File: src/design/xes_pkg.sv
// Package for the XML encoding sniffer: candidate bits, verdict codes and state type.
package xes_pkg;

    localparam int CAND_W = 11;

    // Candidate bit positions
    localparam int CAND_U8SIG  = 0;
    localparam int CAND_16ASLE = 1;
    localparam int CAND_16ASBE = 2;
    localparam int CAND_16LE   = 3;
    localparam int CAND_16BE   = 4;
    localparam int CAND_32ASLE = 5;
    localparam int CAND_32ASBE = 6;
    localparam int CAND_32LE   = 7;
    localparam int CAND_32BE   = 8;
    localparam int CAND_CP037  = 9;
    localparam int CAND_DECL   = 10;

    localparam logic [CAND_W-1:0] CAND_ALL = {CAND_W{1'b1}};

    // Byte positions that still filter; the count saturates here
    localparam logic [2:0] COUNT_MAX = 3'd6;

    // Verdict codes
    localparam logic [3:0] VERDICT_UNDECIDED = 4'd0;
    localparam logic [3:0] VERDICT_UTF8      = 4'd1;
    localparam logic [3:0] VERDICT_UTF8SIG   = 4'd2;
    localparam logic [3:0] VERDICT_UTF16BOM  = 4'd3;
    localparam logic [3:0] VERDICT_UTF16LE   = 4'd4;
    localparam logic [3:0] VERDICT_UTF16BE   = 4'd5;
    localparam logic [3:0] VERDICT_UTF32BOM  = 4'd6;
    localparam logic [3:0] VERDICT_UTF32LE   = 4'd7;
    localparam logic [3:0] VERDICT_UTF32BE   = 4'd8;
    localparam logic [3:0] VERDICT_CP037     = 4'd9;
    localparam logic [3:0] VERDICT_DECL      = 4'd10;

    // Detection state carried between words
    typedef struct packed {
        logic [CAND_W-1:0] mask;
        logic [2:0]        count;
        logic              third_zero;
    } sniff_state_t;

endpackage

File: src/design/xes_in_if.sv
// Input channel: one document byte per word with restart and end flags.
interface xes_in_if;
    logic       valid;
    logic       ready;
    logic [7:0] byte_value;
    logic       first_of_document;
    logic       end_of_document;

    modport source (output valid, output byte_value, output first_of_document,
                    output end_of_document, input ready);
    modport sink   (input valid, input byte_value, input first_of_document,
                    input end_of_document, output ready);
endinterface

File: src/design/xes_out_if.sv
// Output channel: verdict and remaining candidate mask per word.
interface xes_out_if;
    logic                       valid;
    logic                       ready;
    logic [3:0]                 verdict;
    logic [xes_pkg::CAND_W-1:0] candidates_left;

    modport source (output valid, output verdict, output candidates_left, input ready);
    modport sink   (input valid, input verdict, input candidates_left, output ready);
endinterface

File: src/design/xes_sniff_core.sv
// Candidate filter and verdict logic for one byte against the current state.
module xes_sniff_core (
    input  xes_pkg::sniff_state_t       cur,
    input  logic [7:0]                  byte_value,
    input  logic                        first_of_document,
    input  logic                        end_of_document,
    output xes_pkg::sniff_state_t       nxt,
    output logic [3:0]                  verdict,
    output logic [xes_pkg::CAND_W-1:0]  candidates_left
);

    logic [xes_pkg::CAND_W-1:0] base_mask;
    logic [xes_pkg::CAND_W-1:0] m;
    logic [2:0]                 pos;
    logic [2:0]                 count_new;
    logic                       base_tz;
    logic                       tz_new;
    logic                       single;
    logic [3:0]                 one_v;
    logic [3:0]                 v;

    // Restart puts the state back to its reset value
    always_comb
    begin
        base_mask = first_of_document ? xes_pkg::CAND_ALL : cur.mask;
        pos       = first_of_document ? 3'd0 : cur.count;
        base_tz   = first_of_document ? 1'b0 : cur.third_zero;
    end

    // Clear candidates whose expected byte at this position differs
    always_comb
    begin
        m = base_mask;
        case (pos)
            3'd0:
            begin
                if (byte_value != 8'hEF) m[xes_pkg::CAND_U8SIG] = 1'b0;
                if (byte_value != 8'hFF)
                begin
                    m[xes_pkg::CAND_32ASLE] = 1'b0;
                    m[xes_pkg::CAND_16ASLE] = 1'b0;
                end
                if (byte_value != 8'hFE) m[xes_pkg::CAND_16ASBE] = 1'b0;
                if (byte_value != 8'h3C)
                begin
                    m[xes_pkg::CAND_32LE] = 1'b0;
                    m[xes_pkg::CAND_16LE] = 1'b0;
                    m[xes_pkg::CAND_DECL] = 1'b0;
                end
                if (byte_value != 8'h00)
                begin
                    m[xes_pkg::CAND_32ASBE] = 1'b0;
                    m[xes_pkg::CAND_32BE]   = 1'b0;
                    m[xes_pkg::CAND_16BE]   = 1'b0;
                end
                if (byte_value != 8'h4C) m[xes_pkg::CAND_CP037] = 1'b0;
            end
            3'd1:
            begin
                if (byte_value != 8'hBB) m[xes_pkg::CAND_U8SIG] = 1'b0;
                if (byte_value != 8'hFE)
                begin
                    m[xes_pkg::CAND_16ASLE] = 1'b0;
                    m[xes_pkg::CAND_32ASLE] = 1'b0;
                end
                if (byte_value != 8'hFF) m[xes_pkg::CAND_16ASBE] = 1'b0;
                if (byte_value != 8'h00)
                begin
                    m[xes_pkg::CAND_16LE]   = 1'b0;
                    m[xes_pkg::CAND_32ASBE] = 1'b0;
                    m[xes_pkg::CAND_32LE]   = 1'b0;
                    m[xes_pkg::CAND_32BE]   = 1'b0;
                end
                if (byte_value != 8'h3C) m[xes_pkg::CAND_16BE]  = 1'b0;
                if (byte_value != 8'h6F) m[xes_pkg::CAND_CP037] = 1'b0;
                if (byte_value != 8'h3F) m[xes_pkg::CAND_DECL]  = 1'b0;
            end
            3'd2:
            begin
                if (byte_value != 8'hBF) m[xes_pkg::CAND_U8SIG] = 1'b0;
                if (byte_value != 8'h3F) m[xes_pkg::CAND_16LE]  = 1'b0;
                if (byte_value != 8'h00)
                begin
                    m[xes_pkg::CAND_32ASLE] = 1'b0;
                    m[xes_pkg::CAND_32LE]   = 1'b0;
                    m[xes_pkg::CAND_32BE]   = 1'b0;
                end
                if (byte_value != 8'hFE) m[xes_pkg::CAND_32ASBE] = 1'b0;
                if (byte_value != 8'hA7) m[xes_pkg::CAND_CP037]  = 1'b0;
                if (byte_value != 8'h78) m[xes_pkg::CAND_DECL]   = 1'b0;
            end
            3'd3:
            begin
                // FF FE 00 00 is the UTF-32 mark, not UTF-16
                if (byte_value == 8'h00 && base_tz) m[xes_pkg::CAND_16ASLE] = 1'b0;
                if (byte_value != 8'h00)
                begin
                    m[xes_pkg::CAND_16LE]   = 1'b0;
                    m[xes_pkg::CAND_32ASLE] = 1'b0;
                    m[xes_pkg::CAND_32LE]   = 1'b0;
                end
                if (byte_value != 8'hFF) m[xes_pkg::CAND_32ASBE] = 1'b0;
                if (byte_value != 8'h3C) m[xes_pkg::CAND_32BE]   = 1'b0;
                if (byte_value != 8'h94) m[xes_pkg::CAND_CP037]  = 1'b0;
                if (byte_value != 8'h6D) m[xes_pkg::CAND_DECL]   = 1'b0;
            end
            3'd4:
            begin
                if (byte_value != 8'h6C) m[xes_pkg::CAND_DECL] = 1'b0;
            end
            3'd5:
            begin
                // whitespace after "<?xml"
                if (!(byte_value inside {8'h20, 8'h09, 8'h0D, 8'h0A}))
                    m[xes_pkg::CAND_DECL] = 1'b0;
            end
            default:
            begin
                m = base_mask;
            end
        endcase
    end

    // Count and third-byte flag
    always_comb
    begin
        count_new = (pos < xes_pkg::COUNT_MAX) ? pos + 3'd1 : pos;
        tz_new    = (pos == 3'd2) ? (byte_value == 8'h00) : base_tz;
    end

    // Verdict for a lone candidate once its minimum length is reached
    always_comb
    begin
        one_v = xes_pkg::VERDICT_UNDECIDED;
        case (m)
            11'b1 << xes_pkg::CAND_U8SIG:
                if (count_new >= 3'd3) one_v = xes_pkg::VERDICT_UTF8SIG;
            11'b1 << xes_pkg::CAND_16ASLE,
            11'b1 << xes_pkg::CAND_16ASBE:
                if (count_new >= 3'd2) one_v = xes_pkg::VERDICT_UTF16BOM;
            11'b1 << xes_pkg::CAND_16LE:
                if (count_new >= 3'd4) one_v = xes_pkg::VERDICT_UTF16LE;
            11'b1 << xes_pkg::CAND_16BE:
                if (count_new >= 3'd2) one_v = xes_pkg::VERDICT_UTF16BE;
            11'b1 << xes_pkg::CAND_32ASLE,
            11'b1 << xes_pkg::CAND_32ASBE:
                if (count_new >= 3'd4) one_v = xes_pkg::VERDICT_UTF32BOM;
            11'b1 << xes_pkg::CAND_32LE:
                if (count_new >= 3'd4) one_v = xes_pkg::VERDICT_UTF32LE;
            11'b1 << xes_pkg::CAND_32BE:
                if (count_new >= 3'd4) one_v = xes_pkg::VERDICT_UTF32BE;
            11'b1 << xes_pkg::CAND_CP037:
                if (count_new >= 3'd4) one_v = xes_pkg::VERDICT_CP037;
            11'b1 << xes_pkg::CAND_DECL:
                if (count_new >= 3'd6) one_v = xes_pkg::VERDICT_DECL;
            default:
                one_v = xes_pkg::VERDICT_UNDECIDED;
        endcase
    end

    // Final verdict: an empty mask, or a last byte still undecided, falls back to UTF-8
    always_comb
    begin
        single = (m & (m - 11'd1)) == '0;
        if (m == '0)
            v = xes_pkg::VERDICT_UTF8;
        else if (single)
            v = one_v;
        else
            v = xes_pkg::VERDICT_UNDECIDED;
        if (v == xes_pkg::VERDICT_UNDECIDED && end_of_document)
            v = xes_pkg::VERDICT_UTF8;
    end

    assign nxt.mask       = m;
    assign nxt.count      = count_new;
    assign nxt.third_zero = tz_new;
    assign verdict         = v;
    assign candidates_left = m;

endmodule

File: src/design/xml_encoding_sniffer_unit.sv
// Top level: input register, sniff logic, state and result register.
// An accepted byte word passes through the input register, then the result register.
// Throughput: one byte word per cycle when the output is not stalled; the state
// update is a single pass of byte compares and a mask update between the input
// and result registers. Reset: candidate mask all ones, byte count and third-byte
// flag zero, both pipeline stages empty.
module xml_encoding_sniffer_unit (
    input  logic        clk,
    input  logic        rst_n,
    xes_in_if.sink      in_ch,
    xes_out_if.source   out_ch
);

    logic                       s1_valid_reg;
    logic [7:0]                 s1_byte_reg;
    logic                       s1_first_reg;
    logic                       s1_last_reg;
    xes_pkg::sniff_state_t      state_reg;
    xes_pkg::sniff_state_t      state_next;
    logic                       out_valid_reg;
    logic [3:0]                 out_verdict_reg;
    logic [xes_pkg::CAND_W-1:0] out_cand_reg;
    logic [3:0]                 core_verdict;
    logic [xes_pkg::CAND_W-1:0] core_cand;
    logic                       advance;
    logic                       in_take;

    // Pipeline flow control
    assign advance     = !out_valid_reg || out_ch.ready;
    assign in_ch.ready = !s1_valid_reg || advance;
    assign in_take     = in_ch.valid && in_ch.ready;

    xes_sniff_core u_core (
        .cur               (state_reg),
        .byte_value        (s1_byte_reg),
        .first_of_document (s1_first_reg),
        .end_of_document   (s1_last_reg),
        .nxt               (state_next),
        .verdict           (core_verdict),
        .candidates_left   (core_cand)
    );

    // Input register
    always_ff @(posedge clk or negedge rst_n)
    begin
        if (!rst_n)
        begin
            s1_valid_reg <= 1'b0;
        end
        else if (in_ch.ready)
        begin
            s1_valid_reg <= in_ch.valid;
        end
    end

    always_ff @(posedge clk)
    begin
        if (in_take)
        begin
            s1_byte_reg  <= in_ch.byte_value;
            s1_first_reg <= in_ch.first_of_document;
            s1_last_reg  <= in_ch.end_of_document;
        end
    end

    // Detection state and valid of the result register
    always_ff @(posedge clk or negedge rst_n)
    begin
        if (!rst_n)
        begin
            state_reg.mask       <= xes_pkg::CAND_ALL;
            state_reg.count      <= 3'd0;
            state_reg.third_zero <= 1'b0;
            out_valid_reg        <= 1'b0;
        end
        else if (advance)
        begin
            out_valid_reg <= s1_valid_reg;
            if (s1_valid_reg)
                state_reg <= state_next;
        end
    end

    // Result payload
    always_ff @(posedge clk)
    begin
        if (advance && s1_valid_reg)
        begin
            out_verdict_reg <= core_verdict;
            out_cand_reg    <= core_cand;
        end
    end

    assign out_ch.valid           = out_valid_reg;
    assign out_ch.verdict         = out_verdict_reg;
    assign out_ch.candidates_left = out_cand_reg;

endmodule

File: src/flat_wrapper.sv
// flat-port wrapper written by rule: the top's interface ports become plain ports
module xml_encoding_sniffer_unit_flat 
  (clk, rst_n, in_ch_valid, in_ch_byte_value, in_ch_first_of_document, in_ch_end_of_document, in_ch_ready, out_ch_valid, out_ch_verdict, out_ch_candidates_left, out_ch_ready);
  xes_in_if in_ch_i ();
  xes_out_if out_ch_i ();
  input  logic clk;
  input  logic rst_n;
  input wire logic [$bits(in_ch_i.valid)-1:0] in_ch_valid;
  input wire logic [$bits(in_ch_i.byte_value)-1:0] in_ch_byte_value;
  input wire logic [$bits(in_ch_i.first_of_document)-1:0] in_ch_first_of_document;
  input wire logic [$bits(in_ch_i.end_of_document)-1:0] in_ch_end_of_document;
  output wire logic [$bits(in_ch_i.ready)-1:0] in_ch_ready;
  output wire logic [$bits(out_ch_i.valid)-1:0] out_ch_valid;
  output wire logic [$bits(out_ch_i.verdict)-1:0] out_ch_verdict;
  output wire logic [$bits(out_ch_i.candidates_left)-1:0] out_ch_candidates_left;
  input wire logic [$bits(out_ch_i.ready)-1:0] out_ch_ready;
  assign in_ch_i.valid = in_ch_valid;
  assign in_ch_i.byte_value = in_ch_byte_value;
  assign in_ch_i.first_of_document = in_ch_first_of_document;
  assign in_ch_i.end_of_document = in_ch_end_of_document;
  assign in_ch_ready = in_ch_i.ready;
  assign out_ch_valid = out_ch_i.valid;
  assign out_ch_verdict = out_ch_i.verdict;
  assign out_ch_candidates_left = out_ch_i.candidates_left;
  assign out_ch_i.ready = out_ch_ready;
  xml_encoding_sniffer_unit u_core (.clk(clk), .rst_n(rst_n), .in_ch(in_ch_i), .out_ch(out_ch_i));
endmodule
File: config.mk
export PLATFORM = sky130hd
export DESIGN_NAME = xml_encoding_sniffer_unit_flat
export DESIGN_NICKNAME = d
export VERILOG_FILES = /design/src/design/xes_pkg.sv /design/src/design/xes_in_if.sv /design/src/design/xes_out_if.sv /design/src/design/xes_sniff_core.sv /design/src/design/xml_encoding_sniffer_unit.sv /design/src/flat_wrapper.sv
export SDC_FILE = /design/constraint.sdc
export NUM_CORES = 1
export LEC_CHECK = 0
export ABC_CLOCK_PERIOD_IN_PS = 5260
export CAP_MARGIN = 5
export CORE_MARGIN = 2
export CORE_UTILIZATION = 45
export DETAILED_ROUTE_END_ITERATION = 10
export DONT_BUFFER_PORTS = 1
export GPL_ROUTABILITY_DRIVEN = 0
export HOLD_SLACK_MARGIN = 0.15
export PLACE_DENSITY = 0.58
export SLEW_MARGIN = 5
export SYNTH_ARGS = -nofsm -noshare
export SYNTH_HDL_FRONTEND = slang
export SYNTH_SLANG_ARGS = --single-unit
File: constraint.sdc
create_clock -name clk -period 5.26 [get_ports clk]
set_input_delay 0.263 -clock clk [delete_from_list [all_inputs] [get_ports clk]]
set_output_delay 0.263 -clock clk [all_outputs]
set_load 0.05 [all_outputs]
Word level (Yosys, flattened, before mapping)
Index checks and enable logic that the tools add are counted.

Flip-flop bits (word level): 42. Output and inout bits: 17. Word-level logic and storage cells: 130.

Add/subtract/negate cells: 2. $lt $le $gt $ge: 5. Equal/unequal tests: 34. Mux-type cells: 59. Bitwise operators: 1. Reductions and logical operators: 19.

Operators with widths (count): inequality test 8 bit (second input constant) (7); inequality test 8 x 7 -> 1 bit (second input constant) (5); case mux 4 bit (9 select lines) (1); two-way mux 1 bit (35); equality test 8 x 4 -> 1 bit (second input constant) (3); logical NOT 11 bit (2); two-way mux 3 bit (7); two-way mux 4 bit (5); case mux 5 bit (4 select lines) (1); inequality test 8 x 6 -> 1 bit (second input constant) (2); AND 11 bit (1); equality test 11 x 1 -> 1 bit (second input constant) (1); equality test 11 x 10 -> 1 bit (second input constant) (1); equality test 11 bit (second input constant) (1); equality test 11 x 2 -> 1 bit (second input constant) (1); equality test 11 x 3 -> 1 bit (second input constant) (1); equality test 11 x 4 -> 1 bit (second input constant) (1); equality test 11 x 5 -> 1 bit (second input constant) (1); equality test 11 x 6 -> 1 bit (second input constant) (1); equality test 11 x 7 -> 1 bit (second input constant) (1); equality test 11 x 8 -> 1 bit (second input constant) (1); equality test 11 x 9 -> 1 bit (second input constant) (1); two-way mux 11 bit (1); subtractor 11 x 1 -> 11 bit (second input constant) (1); other kinds (22) (38).

Logic depth before layout (Yosys ltp)
Gate-level depths: netlist of the first run.

Word-level depth: 11. Mapped depth: 16. Depth with buffers taken out: 13.

By module
Synthesis of the first run repeated with hierarchy kept, for this count alone.

Cell total of the unflattened synthesis: 273. Area total of the unflattened synthesis: 2788.9 um^2.

By module, submodules not included: xml_encoding_sniffer_unit (times used 1, cells each 65, area an instance 1468.9 um^2, sequential area each 1189.9 um^2); xes_sniff_core (times used 1, cells each 208, area an instance 1320.0 um^2, sequential area each 0.0 um^2).

Worst setup path before layout of the first run
OpenSTA, ideal clock, no wires.

Path type: reg2reg. Start point: register u_core.s1_first_reg. End point: register u_core.out_verdict_reg[0] (netlist: u_core.out_ch.verdict[0]), data pin. Library setup time: 0.270 ns. Data arrival time: 3.519 ns. Path slack: 1.470 ns. Stages on the path, launching flop included: 16. Path buffers: 3. Clock period less this slack: 3.790 ns. Cell sequence: edfxtp_1 > clkbuf_1 > buf_1 > nand2b_1 > inv_1 > ha_1 > ha_1 > buf_1 > mux2i_1 > nor3_1 > o32ai_1 > inv_2 > or3_1 > or4_4 > o21ai_2 > o311ai_1.

Elaborated cells on any way between the ends: 91. Classes of those cells: add/sub (2); order compare (5); eq/ne (16); mux (58); bitwise (1); reduce/logical (9).

RTL lines: start, declared (RTL line xml_encoding_sniffer_unit.sv:16) `logic s1_first_reg;`; start signal, assigned (RTL line xml_encoding_sniffer_unit.sv:61) `s1_first_reg <= in_ch.first_of_document;`; two-way mux 3 bit / two-way mux 11 bit (equally long branches) (RTL line xes_sniff_core.sv:26, xes_sniff_core.sv:25); equality test 3 x 2 -> 1 bit, or another cell as far along (RTL line xes_sniff_core.sv:34) `case (pos)`; case mux 5 bit (4 select lines) (*) (RTL line xes_sniff_core.sv:34); net u_core.core_cand (one bit) (RTL line xml_encoding_sniffer_unit.sv:24) `logic [xes_pkg::CAND_W-1:0] core_cand;`; subtractor 11 x 1 -> 11 bit, or another cell as far along (RTL line xes_sniff_core.sv:164) `single = (m & (m - 11'd1)) == '0;`; AND 11 bit / OR reduction 2 bit (equally long branches) (RTL line xes_sniff_core.sv:164, xes_sniff_core.sv:135); logical NOT 11 bit / case mux 4 bit (9 select lines) (equally long branches) (RTL line xes_sniff_core.sv:164, xes_sniff_core.sv:135); two-way mux 4 bit (RTL line xes_sniff_core.sv:167) `else if (single)`; two-way mux 4 bit (*) (RTL line xes_sniff_core.sv:165) `if (m == '0)`; logical NOT 4 bit (RTL line xes_sniff_core.sv:171) `if (v == xes_pkg::VERDICT_UNDECIDED && end_of_document)`; logical AND 1 bit (RTL line xes_sniff_core.sv:171); end signal, assigned (RTL line xml_encoding_sniffer_unit.sv:89) `out_verdict_reg <= core_verdict;`; end, declared (RTL line xml_encoding_sniffer_unit.sv:21) `logic [3:0] out_verdict_reg;`.

The timed path passes the listed nets; every way through them passes the cells marked *. A chain may end at the register's enable or synchronous reset.

Final worst setup path of the first run
Start point: register u_core.s1_first_reg. End point: register u_core.out_verdict_reg[0] (netlist: u_core.out_ch.verdict[0]), data pin.

Elaborated cells on any way between the ends: 91. Classes of those cells: add/sub (2); order compare (5); eq/ne (16); mux (58); bitwise (1); reduce/logical (9).

RTL lines (RTL line): two-way mux 3 bit / two-way mux 11 bit (equally long branches) (xes_sniff_core.sv:26, xes_sniff_core.sv:25); equality test 3 x 2 -> 1 bit, or another cell as far along (xes_sniff_core.sv:34); case mux 5 bit (4 select lines) (*) (xes_sniff_core.sv:34); net u_core.core_cand (one bit) (xml_encoding_sniffer_unit.sv:24); subtractor 11 x 1 -> 11 bit, or another cell as far along (xes_sniff_core.sv:164); AND 11 bit / OR reduction 2 bit (equally long branches) (xes_sniff_core.sv:164, xes_sniff_core.sv:135); logical NOT 11 bit / case mux 4 bit (9 select lines) (equally long branches) (xes_sniff_core.sv:164, xes_sniff_core.sv:135); two-way mux 4 bit (xes_sniff_core.sv:167); two-way mux 4 bit (*) (xes_sniff_core.sv:165); logical NOT 4 bit (xes_sniff_core.sv:171); logical AND 1 bit (xes_sniff_core.sv:171).

Marked as above.

==> results of run 1 <==
==> final cells by class <==
type | instances | area share [%]
multi-input cells | 182 | 44.6
flip-flops and latches | 42 | 41.7
repair buffers | 14 | 4.82
clock buffers | 7 | 4.17
well taps | 72 | 3.16
inverters | 9 | 1.18
clock inverters | 1 | 0.307
==> worst reg2reg max path: cells and delay by family (launching register included) <==
kind	cells	cell delay (ns)
and+or+nand+nor	4	1.38
AOI/OAI and AO/OA	3	0.82
DFF	1	0.81
adders and majority gates	1	0.38
buffers and inverters	2	0.30
muxes	1	0.20
==> per-layer routing <==
layer  global-route usage, %  up-vias  wire length, µm  share of wire, %
met4                    6.55        0               63               1.1
met3                    2.49        6              337               5.6
met1                    28.5      955             2790                47
li1                        -      974                -                 -
met5                       0        -                0                 0
met2                    32.2       73             2800                47
==> cells in the mapped netlist, types with 3 or more instances <==
master,n
a21oi_1,6
a31oi_1,4
and2_1,3
and4_1,3
buf_1,4
clkbuf_1,12
dfrtp_1,6
dfstp_2,11
edfxtp_1,25
ha_1,5
inv_1,7
mux2_2,8
mux2i_1,4
nand2_1,19
nand2b_1,9
nand3_1,12
nand4_1,3
nor2_1,16
nor2b_1,3
nor3_1,7
nor4_1,6
o21ai_0,10
or2_2,4
or3_1,3
or4_4,3
==> worst max path at each step <==
| stage | slack (ns) | cells past startpoint | end | start |
|---|---|---|---|---|
| floorplan | 1.47 | 15 | u_core.out_ch.verdict[0]$_SDFFCE_PP1P_ | u_core.s1_first_reg$_DFFE_PP_ |
| global placement | 1.31 | 12 | u_core.out_ch.verdict[0]$_SDFFCE_PP1P_ | u_core.s1_first_reg$_DFFE_PP_ |
| detailed placement | 1.16 | 12 | u_core.out_ch.verdict[0]$_SDFFCE_PP1P_ | u_core.s1_first_reg$_DFFE_PP_ |
| CTS | 1.16 | 12 | u_core.out_ch.verdict[0]$_SDFFCE_PP1P_ | u_core.s1_first_reg$_DFFE_PP_ |
| global route | 0.86 | 11 | u_core.out_ch.verdict[0]$_SDFFCE_PP1P_ | u_core.s1_first_reg$_DFFE_PP_ |
| finish | 1.12 | 11 | u_core.out_ch.verdict[0]$_SDFFCE_PP1P_ | u_core.s1_first_reg$_DFFE_PP_ |
==> through the flow <==
step / hold WS [ns] / util [%] / total power, µW / std cells
floorplan: -0.0326 / - / 831 / 251
global placement: -0.0307 / 47.1 / 911 / 306
detailed placement: -0.0307 / 47.1 / 915 / 306
CTS: 0.442 / 51.8 / 1200 / 327
global route: 0.461 / 51.8 / 1260 / 327
finish: 0.431 / 51.8 / 1190 / 327
==> logic make-up after synthesis <==
logic type,count (synthesis)
AND/OR/NAND/NOR,106
AO/OA/AOI/OAI,58
flip-flops,42
buffers and inverters,27
multiplexers,12
adder cells (fa/ha/maj),5
XOR/XNOR,1
==> repair_timing <==
action / 4_1_cts / 5_1_grt
hold endpoints to repair: 29 / 0
setup endpoints to repair: 0 / 0
hold buffers: 13 / 0
resized for setup: 0 / 0
==> report_power, final <==
| part | switching, µW | internal [µW] |
|---|---|---|
| Clock | 118 | 152 |
| Sequential | 120 | 436 |
| Combinational | 215 | 150 |
| Total | 454 | 739 |
==> placed cells by master (no fill, tap or decap), types with 7 or more instances in the layout <==
master,count
edfxtp_1,25
nand2_1,19
nor2_1,16
dlygate4sd3_1,13
nand3_1,12
dfstp_2,11
o21ai_0,10
nand2b_1,9
mux2_2,8
inv_1,7
nor3_1,7
==> out/metrics.yaml, run 1 <==
path_max_fanout: 21
pin_count: 31
grtUsageTotal_pct: 20.1
critPathTopFamily: "simple AND/OR/NAND/NOR gates"
fin_worst_skew_ns: 0.0124
finalHoldViolCount: 0
grt_pass1_vias: 1953
yosys-top-cells-area: "edfxtp_1 29%, dfstp_2 11%, dfrtp_1 5.8%, mux2_2 3.5%, nand2_1 2.8%"
worst-r2r-cell-count: 11
dr.first_iter.drc_count: 174
ys.flop_type: "edfxtp_1"
multi_input_area_um2: 1270
synth_top_area_share_pct: 29.2
largest_reg_flops: 15
synth_cell_types: 68
synth_edf_count: 25
slowest_delay_ns: 0.81
worstSetupStartpointType: "flip-flop"
post_drt_wl_per_cell_um: 18.3
setup.worst_path.class: "reg -> reg"
peakVddDrop_uv: 164
fin_crit_ns: 4.14
grt_pass1_wl_um: 9850
synth_xor_area_share_pct: 0.340
area.sequential_um2: 1190
root_buffer: "clkbuf_8"
p_leak_uw: 0.00104
hold_path.class: "in -> reg"
fmax_mhz: 241
max_cap_viol_count: 0
wirelength_um: 6000
timing.rr.start: "u_core.s1_first_reg$_DFFE_PP_"
final_area_um2: 2850
grt_max_degree: 26
route.detailed.drc: 0
cts_buffers: 5
synth_compound_area_share_pct: 18.1
muxShareOfSynthArea_pct: 5.06
synth_top_family_by_area: "simple AND/OR/NAND/NOR gates"
num_antenna_cells: 0
ys_seq_elements: 42
core_um2: 5510
end_kind: "flip-flop"
nets: 273
area_growth_pct: 10.8
overflow: 0
path_cells: "nand2b_1, inv_1, ha_1, mux2i_1, nor3_1, o32ai_1, inv_1, or3_1, or4_4, o21ai_2, o311ai_1"
setup_slack_ns: 1.12
syn-num-nets: 270
portBuffers: 0
drv_slew: 0
yosysTopAreaCell: "edfxtp_1"
tns_ns: 0
ctsLongestPathBuffers: 2
clock_latency_ns: 0.31
initial_core_util_pct: 46.7
slew_headroom_pct: 36.7
yosysSeqAreaShare_pct: 46.2
fillers: 484
synth-async-reset-ratio_pct: 40.5
hold_path_depth: 1
clkTransAtPathRegs_ns: 0.09
place_ws_ns: 1.16
min_from: "in_ch_valid"
synth_fa_ha_area_share_pct: 2.43
synth-simple-area-share_pct: 23.5
die-height_um: 79.6
first_pass_iters: 5
reg2reg_to: "u_core.out_ch.verdict[0]$_SDFFCE_PP1P_"
drive_gt1_share_pct: 16.5
crit_top_cell: "inv_1"
cts_tree: "done"
syn_area_um2: 2570
crit_buf_inv: 2
synth_warnings: 0
power.density_nw_per_um2: 418
cts_setup_buffers: 0
ant_nets: 0
netlist_instances: 251
setup_viol: 0
rsz0062_at_grt: "false"
worst_slew_pin_slew_ns: 0.948
clkSinkCount: 42
arrival_ns: 4.19
post_dp_cell_area_um2: 2590
die_area_um2: 6340
crit_required_ns: 5.31
dp_hpwl_um: 4100
antenna_found_initial: 0
htreeDepth: 2
outcome: "finished, final reports clean"
cp_slowest_cell: "edfxtp_1"
ff2ff_setup_slack_ns: 1.12
rows: 27
die-width_um: 79.6
viasPerCell: 6.14
syn_avg_cell_area_um2: 10.3
period_share_pct: 78.8
holdPathEnd: "u_core.s1_last_reg$_DFFE_PP_"
vias: 2008
Power figures use the tool's default switching activity.
==> inputs of run 2 (changes only) <==
--- a/config.mk
+++ b/config.mk
@@ -5,7 +5,7 @@
 export SDC_FILE = /design/constraint.sdc
 export NUM_CORES = 1
 export LEC_CHECK = 0
-export ABC_CLOCK_PERIOD_IN_PS = 5260
+export ABC_CLOCK_PERIOD_IN_PS = 3300
 export CAP_MARGIN = 5
 export CORE_MARGIN = 2
 export CORE_UTILIZATION = 45
@@ -13,7 +13,7 @@
 export DONT_BUFFER_PORTS = 1
 export GPL_ROUTABILITY_DRIVEN = 0
 export HOLD_SLACK_MARGIN = 0.15
-export PLACE_DENSITY = 0.58
+export PLACE_DENSITY = 0.6
 export SLEW_MARGIN = 5
 export SYNTH_ARGS = -nofsm -noshare
 export SYNTH_HDL_FRONTEND = slang
==> constraint.sdc (replaced) <==
create_clock -name clk -period 3.3 [get_ports clk]
set_input_delay 0.165 -clock clk [delete_from_list [all_inputs] [get_ports clk]]
set_output_delay 0.165 -clock clk [all_outputs]
set_load 0.05 [all_outputs]
==> out/metrics.yaml, run 2 (same netlist as run 1, synthesis figures left out) <==
outcome: "finished, final reports clean"  # unchanged
core_um2: 5510  # unchanged
largest_reg_flops: 15  # unchanged
rows: 27  # unchanged
grt_pass1_vias: 2044  # was 1953
wl_met1_um: 2980  # was 2790 µm
finalHoldViolCount: 0  # unchanged
die-height_um: 79.6  # unchanged
ant_nets: 0  # unchanged
antenna_found_initial: 0  # unchanged
worst-r2r-cell-count: 8  # was 11
end_kind: "flip-flop"  # unchanged
num_antenna_cells: 0  # unchanged
dr.max_layer_used: "met4"  # unchanged
portBuffers: 0  # unchanged
min_from: "in_ch_valid"  # unchanged
p_leak_uw: 0.00117  # was 0.00104 µW
nets: 299  # was 273
initial_core_util_pct: 46.7  # unchanged
final_util_pct: 56.2  # was 51.8%
root_buffer: "clkbuf_8"  # unchanged
worst_slew_pin_slew_ns: 0.968  # was 0.948 ns
drv_slew: 0  # unchanged
overflow: 0  # unchanged
htreeDepth: 2  # unchanged
vias: 2133  # was 2008
dp_hpwl_um: 4390  # was 4100 µm
mostFrequentLayoutCells: "27 x buf_4, 25 x edfxtp_1, 19 x nand2_1"  # was 25 x edfxtp_1, 19 x nand2_1, 16 x nor2_1
viasPerCell: 6.04  # was 6.14
first_pass_iters: 4  # was 5
cts_tree: "done"  # unchanged
worstSetupStartpointType: "flip-flop"  # unchanged
timing.rr.start: "u_core.s1_byte_reg[2]$_DFFE_PP_"  # was u_core.s1_first_reg$_DFFE_PP_
wirelength_um: 6410  # was 6000 µm
fin_worst_skew_ns: 0.0112  # was 0.0124 ns
clkTransAtPathRegs_ns: 0.08  # was 0.09 ns
setup_slack_ns: 0.139  # was 1.12 ns
max_cap_viol_count: 0  # unchanged
wl_met2_um: 2980  # was 2800 µm
grtUsageTotal_pct: 21.1  # was 20.1%
clock_latency_ns: 0.29  # was 0.31 ns
path_max_fanout: 5  # was 21
period_share_pct: 95.8  # was 78.8%
tns_ns: 0  # unchanged
drive_gt1_share_pct: 27.4  # was 16.5%
arrival_ns: 3.19  # was 4.19 ns
cts_buffers: 5  # unchanged
setup_viol: 0  # unchanged
hold_path.class: "in -> reg"  # unchanged
setup.worst_path.class: "reg -> reg"  # unchanged
fin_crit_ns: 3.16  # was 4.14 ns
die_area_um2: 6340  # unchanged
place_ws_ns: 0.0495  # was 1.16 ns
slew_headroom_pct: 35.4  # was 36.7%
die-width_um: 79.6  # unchanged
crit_path_end: "u_core.out_ch.verdict[0]$_SDFFCE_PP1P_"  # unchanged
area_growth_pct: 20.3  # was 10.8%
route.detailed.drc: 0  # unchanged
dr_wl_met3_um: 351  # was 337 µm
dr.first_iter.drc_count: 158  # was 174
ctsLongestPathBuffers: 2  # unchanged
peakVddDrop_uv: 398  # was 164 µV
pin_count: 31  # unchanged
grt_pass1_wl_um: 10300  # was 9850 µm
mostFrequentLayoutCell: "buf_4"  # was edfxtp_1
p_total_uw: 2010  # was 1190 µW
grt_max_degree: 26  # unchanged
ff2ff_setup_slack_ns: 0.14  # was 1.12 ns
power.density_nw_per_um2: 650  # was 418 nW/µm²
startpoint: "u_core.s1_byte_reg[2]$_DFFE_PP_"  # was u_core.s1_first_reg$_DFFE_PP_
post_drt_wl_per_cell_um: 18.1  # was 18.3 µm
crit_required_ns: 3.33  # was 5.31 ns
clkSinkCount: 42  # unchanged
fmax_mhz: 316  # was 241 MHz
reg2reg_to: "u_core.out_ch.verdict[0]$_SDFFCE_PP1P_"  # unchanged
-- run 2: cell types whose count changed in the layout (fill, tap and decap cells not counted), sizes merged --
cell	previous run	this run
buf	1	27
bufinv	0	1
clkinv	1	0
-- run 2: cell type report --
class | count | area (µm²)
clock inverter | 1 | 30.0
inverter | 9 | 33.8
timing repair buffer | 40 | 333
fill | 467 | 2410
clock buffer | 7 | 86.3
tap | 72 | 90.1
multi-input combinational | 182 | 1330
sequential | 42 | 1190
-- run 2: what timing repair did --
item                                    4_1_cts  5_1_grt
hold buffers                                 13        0
hold endpoints to repair                     29        0
buffers inserted                              0        2
resized for setup                             0        5
endpoints found under the setup margin        0        2
-- run 2: critical path, cell delays in order (launching register included) --
cell and delay (ns):
edfxtp_1 0.40, or4_4 0.58, or4_4 0.54, a221o_1 0.36
a221oi_4 0.32, nand2_2 0.11, or4_4 0.42, o21ai_2 0.08
o311ai_1 0.09
-- run 2: metal layers --
layer  global-route usage (%)  vias to the layer above
met4                     3.97                        0
li1                         -                     1016
met5                        0                        -
met1                     30.3                     1037
met3                     3.85                        8
met2                     33.5                       72
-- run 2: where the power goes --
| group | total [µW] | leakage, µW | switching [µW] | internal (µW) |
|---|---|---|---|---|
| clock | 411 | 0.0000585 | 165 | 247 |
| sequential | 866 | 0.000431 | 170 | 695 |
| combinational | 735 | 0.000681 | 412 | 324 |
-- run 2: how the worst min path moves through the flow --
stage,end,depth (start not counted)
after CTS,u_core.s1_first_reg$_DFFE_PP_,1
after global placement,u_core.state_reg[0]$_DFFE_PN0P_,0
after detailed placement,u_core.state_reg[0]$_DFFE_PN0P_,0
after global routing,u_core.s1_first_reg$_DFFE_PP_,1
final,u_core.s1_first_reg$_DFFE_PP_,1
after floorplan,u_core.out_ch.valid$_DFFE_PN0P_,0
-- run 2: per-stage QoR --
stage                     hold slack (ns)  std cells  area [µm²]
after floorplan                    -0.131        251        2650
after CTS                           0.361        351        3070
final                               0.375        353        3100
after global routing                0.380        353        3100
after detailed placement           -0.130        330        2820
after global placement             -0.130        330        2820
==> inputs of run 3 (changes only) <==
--- a/config.mk
+++ b/config.mk
@@ -7,7 +7,6 @@
 export LEC_CHECK = 0
 export ABC_CLOCK_PERIOD_IN_PS = 3300
 export CAP_MARGIN = 5
-export CORE_MARGIN = 2
 export CORE_UTILIZATION = 45
 export DETAILED_ROUTE_END_ITERATION = 10
 export DONT_BUFFER_PORTS = 1
==> out/metrics.yaml, run 3 (same netlist as run 1, synthesis figures left out) <==
outcome: "finished, final reports clean"  # unchanged
die-width_um: 77.6  # was 79.6 µm
ant_nets: 0  # unchanged
crit_required_ns: 3.34  # was 3.33 ns
path_max_fanout: 6  # was 5
antenna_found_initial: 0  # unchanged
mostFrequentLayoutCells: "32 x buf_4, 25 x edfxtp_1, 19 x nand2_1"  # was 27 x buf_4, 25 x edfxtp_1, 19 x nand2_1
die-height_um: 77.6  # was 79.6 µm
worst_slew_pin_slew_ns: 0.947  # was 0.968 ns
clkSinkCount: 42  # unchanged
slowest_delay_ns: 0.45  # was 0.58 ns
fmax_mhz: 318  # was 316 MHz
dr.first_iter.drc_count: 130  # was 158
ff2ff_setup_slack_ns: 0.16  # was 0.14 ns
end_kind: "flip-flop"  # unchanged
nets: 306  # was 299
grt_max_degree: 26  # unchanged
period_share_pct: 95.2  # was 95.8%
cts_buffers: 5  # unchanged
use_met2_pct: 34.6  # was 33.5%
drv_slew: 0  # unchanged
htreeDepth: 2  # unchanged
area_growth_pct: 23.6  # was 20.3%
power.density_nw_per_um2: 643  # was 650 nW/µm²
met3_usage_pct: 3.29  # was 3.85%
largest_reg_flops: 15  # unchanged
viasPerCell: 5.98  # was 6.04
p_total_uw: 2050  # was 2010 µW
first_pass_iters: 5  # was 4
vias: 2153  # was 2133
arrival_ns: 3.18  # was 3.19 ns
initial_core_util_pct: 46.7  # unchanged
wirelength_um: 6240  # was 6410 µm
root_buffer: "clkbuf_8"  # unchanged
clkTransAtPathRegs_ns: 0.09  # was 0.08 ns
place_ws_ns: 0.0383  # was 0.0495 ns
startpoint: "u_core.s1_first_reg$_DFFE_PP_"  # was u_core.s1_byte_reg[2]$_DFFE_PP_
slew_headroom_pct: 36.8  # was 35.4%
top_usage_layer: "met2"  # unchanged
rows: 27  # unchanged
post_drt_wl_per_cell_um: 17.3  # was 18.1 µm
crit_top_cell: "ha_4"  # was or4_4
portBuffers: 0  # unchanged
finalHoldViolCount: 0  # unchanged
num_antenna_cells: 0  # unchanged
drive_gt1_share_pct: 30.2  # was 27.4%
clock_latency_ns: 0.30  # was 0.29 ns
fin_crit_ns: 3.14  # was 3.16 ns
overflow: 0  # unchanged
grt_pass1_wl_um: 10200  # was 10300 µm
dp_hpwl_um: 4400  # was 4390 µm
max_cap_viol_count: 0  # unchanged
setup.worst_path.class: "reg -> reg"  # unchanged
fin_worst_skew_ns: 0.00787  # was 0.0112 ns
pin_count: 31  # unchanged
timing.rr.start: "u_core.s1_first_reg$_DFFE_PP_"  # was u_core.s1_byte_reg[2]$_DFFE_PP_
crit_path_end: "u_core.out_ch.verdict[0]$_SDFFCE_PP1P_"  # unchanged
core_um2: 5510  # unchanged
p_leak_uw: 0.00121  # was 0.00117 µW
cts_tree: "done"  # unchanged
peakVddDrop_uv: 455  # was 398 µV
die_area_um2: 6030  # was 6340 µm²
rsz0062_at_grt: "false"
route.detailed.drc: 0  # unchanged
mostFrequentLayoutCell: "buf_4"  # unchanged
worstSetupStartpointType: "flip-flop"  # unchanged
cp_slowest_cell: "edfxtp_1"  # was or4_4
setup_viol: 0  # unchanged
ctsLongestPathBuffers: 2  # unchanged
grt_use_met1_pct: 31.4  # was 30.3%
hold_path.class: "in -> reg"  # unchanged
grtUsageTotal_pct: 22.1  # was 21.1%
worst-r2r-cell-count: 12  # was 8
grt_pass1_vias: 2000  # was 2044
fillers: 483  # was 467
reg2reg_to: "u_core.out_ch.verdict[0]$_SDFFCE_PP1P_"  # unchanged
setup_slack_ns: 0.159  # was 0.139 ns
path_cells: "nand2b_4, inv_2, ha_4, ha_4, buf_6, or3_4, a221o_1, a221oi_4, nand2_2, or4_4, o21ai_2, o311ai_1"  # was or4_4, or4_4, a221o_1, a221oi_4, nand2_2, or4_4, o21ai_2, o311ai_1
run 3: changes by cell type in the layout (fill, tap and decap cells not counted), sizes merged:
cell	delta
clkinvlp	+1
inv	+1
buf	+7
clkbuf	-2
run 3: per-layer routing:
metal  vias up  share of wire, %  wire length (µm)
li1       1032                 -                 -
met1      1054                48              2980
met2        61                47              2910
met3         6               4.1               257
met4         0               1.6                97
met5         -                 0                 0
run 3: metrics by stage:
step / util, % / hold slack (ns) / std cells / setup TNS, ns / cell area, µm²
3_5_place_dp: 51.4 / -0.130 / 331 / 0 / 2830
6_report: 57.8 / 0.348 / 360 / 0 / 3180
2_1_floorplan: - / -0.131 / 251 / -0.0214 / 2650
3_3_place_gp: 51.4 / -0.130 / 331 / 0 / 2830
4_1_cts: 55.9 / 0.343 / 352 / 0 / 3080
5_1_grt: 57.8 / 0.355 / 360 / 0 / 3180
run 3: repair_timing:
item / CTS / global route
endpoints found under the setup margin: 0 / 2
setup buffers: 0 / 8
hold buffers: 13 / 0
gates resized for setup: 0 / 13
hold endpoints to repair: 29 / 0
run 3: area by class of cell:
cell class / instances / area [µm²] / area share (%)
Multi-Input combinational cell: 182 / 1350 / 42.4
Tap cell: 72 / 90.1 / 2.83
Inverter: 9 / 33.8 / 1.06
Clock inverter: 3 / 48.8 / 1.53
Clock buffer: 5 / 68.8 / 2.16
Timing Repair Buffer: 47 / 402 / 12.6
Sequential cell: 42 / 1190 / 37.4
run 3: power breakdown:
part           internal, µW  leakage, µW  switching (µW)
sequential              695     0.000431             171
combinational           341     0.000722             407
clock                   231    0.0000563             201
total                  1270      0.00121             779
run 3: critical path: cells and delay by family (launching register included):
kind | cells | cell delay [ns]
AOI/OAI and AO/OA | 4 | 0.83
buffers and inverters | 2 | 0.19
adders and majority gates | 2 | 0.34
and+or+nand+nor | 4 | 1.09
DFF | 1 | 0.45
run 3: worst min path at each step:
| stage | start | endpoint | cells after the start | slack, ns |
|---|---|---|---|---|
| finish | in_ch_valid | u_core.s1_last_reg$_DFFE_PP_ | 1 | 0.35 |
| detailed placement | rst_n | u_core.state_reg[0]$_DFFE_PN0P_ | 0 | -0.13 |
| global route | in_ch_valid | u_core.s1_last_reg$_DFFE_PP_ | 1 | 0.36 |
| global placement | rst_n | u_core.state_reg[0]$_DFFE_PN0P_ | 0 | -0.13 |
| CTS | in_ch_valid | u_core.s1_last_reg$_DFFE_PP_ | 1 | 0.34 |
| floorplan | rst_n | u_core.out_ch.valid$_DFFE_PN0P_ | 0 | -0.13 |
